**src/hdl/lspq_pkg.sv**
```systemverilog
// Shared types and constants for the linear scan priority queue.
// Holds the item structs, the stored entry type and the command/status codes.
// No dependencies.
package lspq_pkg;

	// Queue depth and derived widths
	localparam int CAPACITY = 8;
	localparam int IDX_W    = (CAPACITY > 1) ? $clog2(CAPACITY) : 1;
	localparam int CNT_W    = $clog2(CAPACITY + 1);
	localparam int OCC_W    = 4;

	// Command codes
	localparam logic [1:0] CMD_ADD  = 2'd0;
	localparam logic [1:0] CMD_POLL = 2'd1;
	localparam logic [1:0] CMD_PEEK = 2'd2;

	// Status codes
	localparam logic [1:0] ST_OK    = 2'd0;
	localparam logic [1:0] ST_FULL  = 2'd1;
	localparam logic [1:0] ST_EMPTY = 2'd2;

	typedef struct packed {
		logic [1:0]         cmd;
		logic signed [31:0] elem_x;
		logic signed [31:0] elem_y;
		logic signed [31:0] prio_in;
	} req_item_t;

	typedef struct packed {
		logic [1:0]         status;
		logic signed [31:0] out_x;
		logic signed [31:0] out_y;
		logic signed [31:0] out_prio;
		logic [OCC_W-1:0]   occupancy;
	} rsp_item_t;

	// One stored queue entry
	typedef struct packed {
		logic signed [31:0] x;
		logic signed [31:0] y;
		logic signed [31:0] prio;
	} entry_t;

endpackage

```
**src/hdl/linear_scan_priority_queue.sv**
```systemverilog
// Linear scan priority queue: CAPACITY entries of (x, y, priority) kept unsorted
// in insertion order in a one-read, one-write memory. Add appends; peek returns the
// highest-priority entry (earliest on ties); poll also removes it and shifts later
// entries down. One item is worked at a time. An add, a rejected command or an
// unused code needs no scan; for a peek or a poll the single memory read port
// reads one entry per cycle over all held entries, and on a poll then over the
// entries after the returned one for the shift.
// The result sits in an output register, so the next item is taken while it waits.
// Depends on lspq_pkg.
module linear_scan_priority_queue
	import lspq_pkg::*;
(
	input  logic      clk,
	input  logic      arst_n,
	input  logic      req_valid,
	output logic      req_stall,
	input  req_item_t req,
	output logic      rsp_valid,
	input  logic      rsp_stall,
	output rsp_item_t rsp
);

	typedef enum logic [1:0] {
		S_IDLE,
		S_SCAN,
		S_SHIFT,
		S_DONE
	} state_t;

	state_t           state_q;
	logic [CNT_W-1:0] count_q;
	logic [CNT_W-1:0] ptr_q;
	logic             rd_vld_q;
	logic [IDX_W-1:0] rd_idx_q;
	logic [1:0]       cmd_q;
	logic [1:0]       status_q;
	entry_t           best_q;
	logic [IDX_W-1:0] best_idx_q;
	logic             rsp_valid_q;
	rsp_item_t        rsp_q;

	// Entry memory and its registered read port
	entry_t           mem [CAPACITY];
	entry_t           rd_q;

	logic             req_acc;
	logic             rsp_free;
	logic             take;
	logic [IDX_W-1:0] best_idx_d;
	logic             ptr_end;
	logic             wr_en;
	logic [IDX_W-1:0] wr_addr;
	entry_t           wr_data;
	entry_t           new_entry;

	assign req_stall = (state_q != S_IDLE);
	assign req_acc   = req_valid && !req_stall;
	assign rsp_valid = rsp_valid_q;
	assign rsp       = rsp_q;
	assign rsp_free  = !rsp_valid_q || !rsp_stall;
	assign ptr_end   = (ptr_q == count_q);

	assign new_entry.x    = req.elem_x;
	assign new_entry.y    = req.elem_y;
	assign new_entry.prio = req.prio_in;

	// Scan compare: first read seeds the best, later ones replace it only if strictly higher
	always_comb begin
		take = (state_q == S_SCAN) && rd_vld_q &&
			((rd_idx_q == '0) || ($signed(rd_q.prio) > $signed(best_q.prio)));
		best_idx_d = take ? rd_idx_q : best_idx_q;
	end

	// Memory write select: append on add, move down one slot during the shift
	always_comb begin
		wr_en   = 1'b0;
		wr_addr = count_q[IDX_W-1:0];
		wr_data = new_entry;
		if (req_acc && (req.cmd == CMD_ADD) && (count_q != CNT_W'(CAPACITY))) begin
			wr_en = 1'b1;
		end else if ((state_q == S_SHIFT) && rd_vld_q) begin
			wr_en   = 1'b1;
			wr_addr = rd_idx_q - IDX_W'(1);
			wr_data = rd_q;
		end
	end

	always_ff @(posedge clk) begin
		if (wr_en) begin
			mem[wr_addr] <= wr_data;
		end
		rd_q <= mem[ptr_q[IDX_W-1:0]];
	end

	// Best-entry tracking
	always_ff @(posedge clk) begin
		if (take) begin
			best_q <= rd_q;
		end
		best_idx_q <= best_idx_d;
	end

	// Sequencer, count and output register
	always_ff @(posedge clk or negedge arst_n) begin
		if (!arst_n) begin
			state_q     <= S_IDLE;
			count_q     <= '0;
			ptr_q       <= '0;
			rd_vld_q    <= 1'b0;
			rd_idx_q    <= '0;
			cmd_q       <= CMD_ADD;
			status_q    <= ST_OK;
			rsp_valid_q <= 1'b0;
			rsp_q       <= '0;
		end else begin
			if (rsp_valid_q && !rsp_stall) begin
				rsp_valid_q <= 1'b0;
			end
			case (state_q)
				S_IDLE: begin
					rd_vld_q <= 1'b0;
					ptr_q    <= '0;
					if (req_acc) begin
						cmd_q    <= req.cmd;
						status_q <= ST_OK;
						state_q  <= S_DONE;
						if (req.cmd == CMD_ADD) begin
							if (count_q == CNT_W'(CAPACITY)) begin
								status_q <= ST_FULL;
							end else begin
								count_q <= count_q + CNT_W'(1);
							end
						end else if ((req.cmd == CMD_POLL) || (req.cmd == CMD_PEEK)) begin
							if (count_q == '0) begin
								status_q <= ST_EMPTY;
							end else begin
								state_q <= S_SCAN;
							end
						end
					end
				end
				S_SCAN: begin
					// one read issued per cycle, compared the cycle after
					if (!ptr_end) begin
						rd_vld_q <= 1'b1;
						rd_idx_q <= ptr_q[IDX_W-1:0];
						ptr_q    <= ptr_q + CNT_W'(1);
					end else begin
						rd_vld_q <= 1'b0;
						ptr_q    <= CNT_W'(best_idx_d) + CNT_W'(1);
						state_q  <= (cmd_q == CMD_POLL) ? S_SHIFT : S_DONE;
					end
				end
				S_SHIFT: begin
					// read slot ptr, write it one slot lower next cycle
					if (!ptr_end) begin
						rd_vld_q <= 1'b1;
						rd_idx_q <= ptr_q[IDX_W-1:0];
						ptr_q    <= ptr_q + CNT_W'(1);
					end else begin
						rd_vld_q <= 1'b0;
						count_q  <= count_q - CNT_W'(1);
						state_q  <= S_DONE;
					end
				end
				S_DONE: begin
					if (rsp_free) begin
						rsp_valid_q     <= 1'b1;
						rsp_q.status    <= status_q;
						rsp_q.occupancy <= OCC_W'(count_q);
						if ((status_q == ST_OK) &&
							((cmd_q == CMD_POLL) || (cmd_q == CMD_PEEK))) begin
							rsp_q.out_x    <= best_q.x;
							rsp_q.out_y    <= best_q.y;
							rsp_q.out_prio <= best_q.prio;
						end else begin
							rsp_q.out_x    <= '0;
							rsp_q.out_y    <= '0;
							rsp_q.out_prio <= '0;
						end
						state_q <= S_IDLE;
					end
				end
				default: begin
					state_q <= S_IDLE;
				end
			endcase
		end
	end

endmodule
```
**config.mk**
```make
export PLATFORM = sky130hd
export DESIGN_NAME = linear_scan_priority_queue
export DESIGN_NICKNAME = d
export VERILOG_FILES = /design/src/hdl/lspq_pkg.sv /design/src/hdl/linear_scan_priority_queue.sv
export SDC_FILE = /design/constraint.sdc
export NUM_CORES = 1
export LEC_CHECK = 0
export BUFFER_PORTS_ARGS = -buffer_cell sky130_fd_sc_hd__clkbuf_2
export CAP_MARGIN = 10
export CELL_PAD_IN_SITES_DETAIL_PLACEMENT = 1
export CELL_PAD_IN_SITES_GLOBAL_PLACEMENT = 2
export CORE_ASPECT_RATIO = 2
export CORE_MARGIN = 2
export CORE_UTILIZATION = 42
export DETAILED_ROUTE_END_ITERATION = 8
export PLACE_DENSITY = 0.83
export SYNTH_ARGS = -nofsm -noshare
export SYNTH_HDL_FRONTEND = slang
export SYNTH_SLANG_ARGS = --single-unit
```
**constraint.sdc**
```tcl
create_clock -name clk -period 6.4 [get_ports clk]
set_input_delay 0.64 -clock clk [delete_from_list [all_inputs] [get_ports clk]]
set_output_delay 0.64 -clock clk [all_outputs]
set_load 0.05 [all_outputs]
```
==> impl_metrics.json, run 1 <==
{
  "start_util_pct": 42.2,
  "hold_buffers": 0,
  "reg2reg_setup_slack_ns": 1.84,
  "r2r-start": "state_q[0]$_DFFE_PN0P_",
  "rr_worst_depth": 8,
  "synth-adder-area-share_pct": 1.44,
  "die-area_um2": 99100,
  "ys_types": 52,
  "crit_arrival_ns": 4.82,
  "stdcell_area_um2": 46300,
  "required_ns": 6.66,
  "grt_pass1_wl_um": 144000,
  "cts_tree": "yes",
  "async_flop_share_pct": 11.2,
  "drtIter0Drc": 1877,
  "groute.usage.overall_pct": 19.3,
  "power.share.clock_pct": 27.8,
  "wirelength_um": 94400,
  "yosysTopAreaCell": "edfxtp_1",
  "relSlewSlack_pct": 19.1,
  "switching_share_pct": 31.4,
  "synth_edf_count": 864,
  "antenna_found_initial": 2,
  "num_vias": 20511,
  "place.gp.congestion": 0.755,
  "ant_nets": 0,
  "vdd_ir_drop_max_mv": 0.364,
  "syn_nets": 2277,
  "clk_latency_ns": 0.65,
  "clkTransAtPathRegs_ns": 0.07,
  "synth_simple_gate_area_share_pct": 3.75,
  "dpl-instance-area_um2": 43100,
  "wire_per_inst_um": 25.8,
  "crit_buf_inv": 2,
  "status": "finished clean",
  "slew_violations": 0,
  "critPathLaunchType": "flip-flop",
  "critical_path.top_delay_family": "simple AND/OR/NAND/NOR gates",
  "criticalPathCategory": "flip-flop to flip-flop",
  "yosys_warnings": 0,
  "drv_cap": 0,
  "die_h_um": 443,
  "dr.pass1.iters": 5,
  "synth_seq_cells": 1084,
  "synth_area_per_cell_um2": 19.0,
  "layout_commonest_cell": "edfxtp_1",
  "finalSetupTns_ns": 0,
  "h-tree-depth": 3,
  "drc": 0,
  "ys_top_cells_by_area": "edfxtp_1 64%, mux4_2 11%, dfrtp_1 7.5%",
  "syn_to_final_growth_pct": 14.3,
  "grt_pass1_vias": 22303,
  "fmaxAchievable_mhz": 219,
  "min_path_type": "input port to asynchronous set/reset pin",
  "crit_slowest_cell": "nor2_4",
  "cp_cell_sequence": "inv_1, ha_1, nand3_1, a21oi_1, or2_4, a31oi_1, nor2_4, buf_4",
  "period_share_pct": 71.2,
  "period_needed_ns": 4.56,
  "numPortBuffers": 205,
  "via_per_inst": 5.60,
  "pwr_density_cell_nw_per_um2": 459,
  "final_hold_viol_count": 0,
  "crit_fanout": 51,
  "clockBufferDepth": 3,
  "p_leak_nw": 16.4,
  "synth_xor_area_share_pct": 0.238,
  "synth_top_family_by_area": "multiplexers",
  "syn_area_um2": 40500,
  "postSynthCellCount": 2129,
  "die_x_um": 224,
  "synth_mux_area_share_pct": 13.6,
  "synthFlopType": "edfxtp_1",
  "p_comb_share_pct": 24.8,
  "max_slew.worst_pin.slew_ns": 1.21,
  "root_buffer": "clkbuf_16",
  "drive_gt1_share_pct": 28.7,
  "dp_hpwl_um": 54100,
  "coreArea_um2": 95900,
  "ys_seq_area_share_pct": 76.4,
  "core.rowCount": 161,
  "power_switching_mw": 6.67,
  "p_int_mw": 14.6,
  "worstSetupEndpointType": "flip-flop",
  "finalNetCount": 2507,
  "clock_sinks": 1084,
  "grt_overflow": 0,
  "final_cell_mix": "864 x edfxtp_1, 317 x nand2_1, 204 x clkbuf_2",
  "cts_resized": 0,
  "skew_ns": 0.0264,
  "worstReg2RegEnd": "mem[3][20]$_DFFE_PP_",
  "cts_buffers": 96,
  "rsz0062_at_grt": "false",
  "cts_setup_buffers": 0,
  "io-pin-count": 206,
  "grt_max_degree": 158,
  "finalSetupViolCount": 0,
  "synth_compound_area_share_pct": 3.14,
  "synth_top_area_share_pct": 64.1,
  "slowest_delay_ns": 0.81,
  "p_seq_share_pct": 47.4
}
-- metal layers --
metal,wire [µm],track usage (%)
met5,22,0
met4,1960,5.58
met3,6290,3.19
met2,45700,30.9
met1,40400,27.5
-- worst register-to-register path: stages (launching register included) --
cell and delay (ns):
dfrtp_1 0.43, inv_1 0.14, ha_1 0.30, nand3_1 0.17
a21oi_1 0.56, or2_4 0.66, a31oi_1 0.33, nor2_4 0.81
buf_4 0.73
-- state kept, by name (all words and copies together) (netlist names) --
name and flops:
best_idx_q 3, best_q 96, cmd_q 2, count_q 4, mem 768, ptr_q 4
rd_idx_q 3, rd_q 96, rd_vld_q 1, rsp 102, rsp_valid 1, state_q 2
status_q 2
-- kinds of logic (layout without fill, tap and decap cells) --
kind of cell | count (synthesis) | after routing
DFF | 1084 | 1084
and+or+nand+nor | 376 | 376
muxes | 297 | 297
AOI/OAI and AO/OA | 164 | 164
buffers and inverters | 151 | 464
adders and majority gates | 46 | 46
xor gates and xnor gates | 11 | 11
other | 0 | 1
-- cell usage after synthesis (all sizes together), types with 16 or more instances --
master,instances
edfxtp,864
nand2,318
mux4,192
dfrtp,121
mux2,103
dfxtp,99
a22o,96
clkbuf,72
inv,49
ha,45
buf,30
o21ai,21
a21oi,18
nor2,16
-- power by group through the flow --
stage          registers [mW]  logic (mW)  clock network [mW]
6_report                 10.1        5.27                5.91
5_1_grt                  10.2        5.72                6.27
4_1_cts                  10.1        5.35                6.02
3_5_place_dp             10.2        5.30                   0
3_3_place_gp             10.1        5.12                   0
2_1_floorplan            10.5        3.13                   0
-- through the flow --
step | hold slack [ns] | cells | setup WS (ns) | total power, mW | utilization, %
floorplan | 0.344 | 2129 | -0.0220 | 13.7 | -
global placement | 0.410 | 3483 | 1.71 | 15.2 | 44.9
detailed placement | 0.414 | 3483 | 1.66 | 15.5 | 44.9
CTS | 0.0277 | 3664 | 1.72 | 21.5 | 48.3
global route | 0.0632 | 3664 | 1.48 | 22.2 | 48.3
finish | 0.0286 | 3665 | 1.84 | 21.3 | 48.3
-- worst max-delay path by stage --
stage | from | end | slack (ns) | cells past startpoint
3_3_place_gp | req[97] | mem[3][14]$_DFFE_PP_ | 1.71 | 9
2_1_floorplan | req[96] | mem[5][0]$_DFFE_PP_ | -0.02 | 8
5_1_grt | state_q[0]$_DFFE_PN0P_ | mem[3][20]$_DFFE_PP_ | 1.48 | 8
3_5_place_dp | req[96] | mem[3][14]$_DFFE_PP_ | 1.66 | 9
4_1_cts | state_q[0]$_DFFE_PN0P_ | mem[3][20]$_DFFE_PP_ | 1.72 | 8
6_report | state_q[0]$_DFFE_PN0P_ | mem[3][20]$_DFFE_PP_ | 1.84 | 8
-- final cells by class --
| cell class | count | area (µm²) |
|---|---|---|
| clock buffers | 132 | 2720 |
| inverters | 49 | 184 |
| multi-input cells | 894 | 9060 |
| repair buffers | 234 | 1310 |
| fillers | 8901 | 49600 |
| clock inverters | 49 | 520 |
| well taps | 1222 | 1530 |
| diodes | 1 | 2.50 |
| flip-flops and latches | 1084 | 31000 |
No activity file was read; power rests on OpenSTA's default activity.
==> run 2: changes to the inputs <==
Settings changed: CORE_UTILIZATION 42 to 45, PLACE_DENSITY 0.83 to 0.84.
Clock period 6.4 ns to 4.5 ns, I/O delays scaled along.
==> impl_metrics.json, run 2 (synthesis gave the netlist of run 1 again) <==
{
  "max_slew.worst_pin.slew_ns": 1.09,
  "finalSetupViolCount": 0,
  "skew_ns": 0.0369,
  "cts_buffers": 92,
  "min_path_type": "input port to flip-flop",
  "power.share.clock_pct": 28.6,
  "antenna_found_initial": 3,
  "status": "finished clean",
  "syn_to_final_growth_pct": 14.6,
  "slew_violations": 0,
  "final_hold_viol_count": 0,
  "drtIter0Drc": 1346,
  "finalNetCount": 2503,
  "coreArea_um2": 89200,
  "clk_latency_ns": 0.70,
  "die-area_um2": 92600,
  "io-pin-count": 206,
  "relSlewSlack_pct": 27.4,
  "crit_arrival_ns": 4.30,
  "vdd_ir_drop_max_mv": 0.421,
  "rsz0062_at_grt": "false",
  "p_int_mw": 20.9,
  "finalSetupTns_ns": 0,
  "power_switching_mw": 9.78,
  "pwr_density_cell_nw_per_um2": 661,
  "clkTransAtPathRegs_ns": 0.07,
  "die_h_um": 428,
  "root_buffer": "clkbuf_16",
  "dp_hpwl_um": 56800,
  "largest-register": "mem",
  "worstSetupEndpointType": "flip-flop",
  "required_ns": 4.81,
  "period_needed_ns": 3.99,
  "cts_resized": 0,
  "place.gp.congestion": 0.796,
  "grt_pass1_wl_um": 149000,
  "crit_fanout": 72,
  "grt_overflow": 0,
  "die_x_um": 216,
  "clockBufferDepth": 3,
  "numPortBuffers": 205,
  "via_per_inst": 5.62,
  "clock_sinks": 1084,
  "grt_pass1_vias": 22829,
  "largest_register_ff_count": 768,
  "p_seq_share_pct": 46.6,
  "core.rowCount": 155,
  "grt_max_degree": 97,
  "switching_share_pct": 31.9,
  "period_share_pct": 88.7,
  "layout_commonest_cell": "edfxtp_1",
  "drv_cap": 0,
  "fmaxAchievable_mhz": 250,
  "hold_ws_ns": 0.0508,
  "p_comb_share_pct": 24.8,
  "start_util_pct": 45.4,
  "final_cell_mix": "864 x edfxtp_1, 317 x nand2_1, 204 x clkbuf_2",
  "drive_gt1_share_pct": 28.9,
  "num_vias": 20292,
  "h-tree-depth": 3,
  "wire_per_inst_um": 27.4,
  "critPathLaunchType": "flip-flop",
  "dr.pass1.iters": 6,
  "groute.usage.overall_pct": 21.8,
  "cts_tree": "yes",
  "wirelength_um": 99100,
  "drc": 0,
  "criticalPathCategory": "flip-flop to flip-flop",
  "p_leak_nw": 16.4,
  "ant_nets": 0
}
[run 2: through the flow]
stage | power (mW) | cells | utilization [%] | instance area, µm² | worst slack, ns
finish | 30.7 | 3613 | 52.0 | 46400 | 0.507
global route | 32.0 | 3613 | 52.0 | 46400 | 0.315
CTS | 31.0 | 3612 | 52.0 | 46400 | 0.474
detailed placement | 22.2 | 3437 | 48.3 | 43100 | 0.480
global placement | 21.8 | 3437 | 48.3 | 43100 | 0.682
floorplan | 19.4 | 2129 | - | 40500 | -0.240
[run 2: timing repair]
item                                   CTS  global route
hold buffers                             1             0
setup buffers                            0             0
endpoints found under the hold margin   56             0
[run 2: routing by layer]
metal  up-vias  GRT usage, %  part of all wire, %
met5         -             0                0.030
met4         4          9.02                  3.7
met3       201          3.39                  4.5
met2       623          39.2                   54
met1     10700          26.1                   38
li1       8764             -                    -
[run 2: layout make-up]
cell class / instances / area, µm²
multi-input combinational: 894 / 9060
fill: 8098 / 42800
clock buffer: 116 / 2500
timing repair buffer: 234 / 1390
sequential: 1084 / 31000
tap: 1177 / 1470
antenna: 1 / 2.50
inverter: 49 / 184
clock inverter: 58 / 851
[run 2: critical path: stages (launching register included)]
cell,delay [ns]
dfrtp_1,0.43
inv_1,0.14
ha_1,0.32
nand3_1,0.19
a21oi_1,0.56
a21oi_1,0.43
nor2_4,0.94
buf_12,0.53
[run 2: final timing paths]
| kind | start | end | slack, ns | cells after the start |
|---|---|---|---|---|
| setup / recovery | state_q[0]$_DFFE_PN0P_ | mem[2][38]$_DFFE_PP_ | 0.51 | 7 |
| hold / removal | req[96] | cmd_q[0]$_DFFE_PN0P_ | 0.05 | 3 |
| setup reg to reg | state_q[0]$_DFFE_PN0P_ | mem[2][38]$_DFFE_PP_ | 0.51 | 7 |
| hold reg to reg | rd_q[38]$_DFF_P_ | best_q[38]$_DFFE_PP_ | 0.43 | 0 |
| max in group asynchronous | arst_n | rsp[84]$_DFFE_PN0P_ | 2.99 | 3 |
| min in group asynchronous | arst_n | rsp[21]$_DFFE_PN0P_ | 0.36 | 2 |
[run 2: power groups by stage]
stage	Combinational [mW]	Clock, mW	Sequential, mW
finish	7.62	8.78	14.3
detailed placement	7.70	0	14.5
global route	8.24	9.29	14.5
global placement	7.38	0	14.4
CTS	7.77	8.96	14.3
floorplan	4.47	0	14.9
==> run 3: changes to the inputs <==
Settings changed: BUFFER_PORTS_ARGS -buffer_cell sky130_fd_sc_hd__clkbuf_2 to not set, CTS_CLUSTER_DIAMETER set to 200, DONT_BUFFER_PORTS set to 1, PLACE_DENSITY 0.84 to 0.82.
==> impl_metrics.json, run 3 (synthesis gave the netlist of run 1 again) <==
{
  "status": "finished clean",
  "start_util_pct": 45.4,
  "max_slew.worst_pin.slew_ns": 1.20,
  "grt_max_degree": 172,
  "clkTransAtPathRegs_ns": 0.06,
  "coreArea_um2": 89200,
  "critPathLaunchType": "flip-flop",
  "numPortBuffers": 0,
  "groute.usage.overall_pct": 20.8,
  "wire_per_inst_um": 27.5,
  "criticalPathCategory": "flip-flop to flip-flop",
  "ant_nets": 0,
  "root_buffer": "clkbuf_16",
  "grt_overflow": 0,
  "layout_commonest_cell": "edfxtp_1",
  "drv_cap": 0,
  "largest_register_ff_count": 768,
  "drive_gt1_share_pct": 22.5,
  "relSlewSlack_pct": 19.7,
  "drtIter0Drc": 1558,
  "slew_violations": 0,
  "largest-register": "mem",
  "h-tree-depth": 3,
  "skew_ns": 0.0303,
  "hold_ws_ns": 0.0830,
  "clk_latency_ns": 0.70,
  "crit_path_frequent_cell": "buf_4",
  "finalSetupViolCount": 0,
  "syn_to_final_growth_pct": 12.5,
  "required_ns": 4.80,
  "fillerInstances": 8026,
  "rsz0062_at_grt": "false",
  "dp_hpwl_um": 53700,
  "min_path_type": "input port to flip-flop",
  "crit_fanout": 53,
  "grt_pass1_vias": 22081,
  "final_cell_mix": "864 x edfxtp_1, 317 x nand2_1, 192 x mux4_2",
  "vdd_ir_drop_max_mv": 0.546,
  "period_needed_ns": 3.89,
  "clockBufferDepth": 3,
  "worstSetupEndpointType": "flip-flop",
  "pwr_density_cell_nw_per_um2": 664,
  "cts_tree": "yes",
  "die_h_um": 428,
  "cts_buffers": 92,
  "final_hold_viol_count": 0,
  "clock_sinks": 1084,
  "seq_area_um2": 31000,
  "die-area_um2": 92600,
  "min_path_cells": 2,
  "period_share_pct": 86.4,
  "crit_slowest_cell": "buf_4",
  "place.gp.congestion": 0.739,
  "rr_worst_depth": 9,
  "crit_arrival_ns": 4.18,
  "finalSetupTns_ns": 0,
  "slowest_delay_ns": 0.76,
  "p_leak_nw": 15.6,
  "via_per_inst": 5.69,
  "num_vias": 19501,
  "multi_input_area_um2": 9060,
  "cp_cell_sequence": "inv_1, ha_1, nand3_1, a21oi_1, or2_4, buf_4, a31oi_1, nor2_4, buf_4",
  "io-pin-count": 206,
  "post-route-util_pct": 51.1,
  "antenna_found_initial": 4,
  "finalNetCount": 2315,
  "dr.pass1.iters": 5,
  "die_x_um": 216,
  "power_mw": 30.3,
  "drc": 0,
  "core.rowCount": 155,
  "grt_pass1_wl_um": 142000,
  "wirelength_um": 94300,
  "fmaxAchievable_mhz": 257
}
[run 3: cell types whose count changed in the layout (fill, tap and decap cells not counted), moves of 3 or more]
cell	previous run	this run
dlygate4sd3_1	1	5
buf_4	17	28
clkinv_1	3	8
clkinv_4	7	1
clkbuf_2	204	0
clkinvlp_4	10	5
clkinv_2	13	16
[run 3: path summary, 6_finish.rpt]
| path | startpoint | endpoint | slack, ns |
|---|---|---|---|
| min reg2reg | rd_q[34]$_DFF_P_ | best_q[34]$_DFFE_PP_ | 0.43 |
| min in group asynchronous | arst_n | count_q[0]$_DFFE_PN0P_ | 0.50 |
| max in group asynchronous | arst_n | rsp[83]$_DFFE_PN0P_ | 3.35 |
| max reg2reg | state_q[0]$_DFFE_PN0P_ | mem[4][38]$_DFFE_PP_ | 0.61 |
| min | req_valid | state_q[1]$_DFFE_PN0P_ | 0.08 |
| max | state_q[0]$_DFFE_PN0P_ | mem[4][38]$_DFFE_PP_ | 0.61 |
[run 3: worst max-delay path: cells and delay by family, from the launching register on]
family / cells / cell delay [ns]
buffers and inverters: 3 / 1.43
flip-flops: 1 / 0.43
AND/OR/NAND/NOR: 3 / 0.58
AO/OA/AOI/OAI: 2 / 0.66
adder cells (fa/ha/maj): 1 / 0.29
[run 3: timing repair]
item / in CTS / in global routing
gates resized for setup: 0 / 0
hold endpoints to repair: 125 / 0
buffers inserted: 0 / 0
hold buffers: 6 / 0
[run 3: routing by layer]
metal  share of wire, %  vias to the layer above  track usage [%]
met2                 54                      548             37.7
met4                2.8                        6             7.81
met5              0.042                        -                0
met1                 38                    10409             24.5
li1                   -                     8378                -
met3                4.9                      160             3.40
[run 3: layout make-up]
cell class | count | share of cell area, %
diodes | 1 | 0.00549
clock buffers | 118 | 5.58
clock inverters | 56 | 1.80
inverters | 49 | 0.404
multi-input cells | 894 | 19.9
flip-flops and latches | 1084 | 67.9
well taps | 1177 | 3.23
repair buffers | 46 | 1.16
[run 3: metrics by stage]
step	setup WS [ns]	instance area, µm²	cells
after floorplan	-0.240	40500	2129
after global placement	0.746	42100	3244
after detailed placement	0.582	42100	3244
after CTS	0.571	45600	3424
after global routing	0.351	45600	3425
final	0.612	45600	3425
[run 3: where the power goes]
| group | total (mW) | internal, mW | leakage (nW) | switching [mW] |
|---|---|---|---|---|
| registers | 15.2 | 13.3 | 10.2 | 1.98 |
| logic | 6.27 | 2.48 | 3.77 | 3.80 |
| clock network | 8.74 | 5.08 | 1.64 | 3.67 |
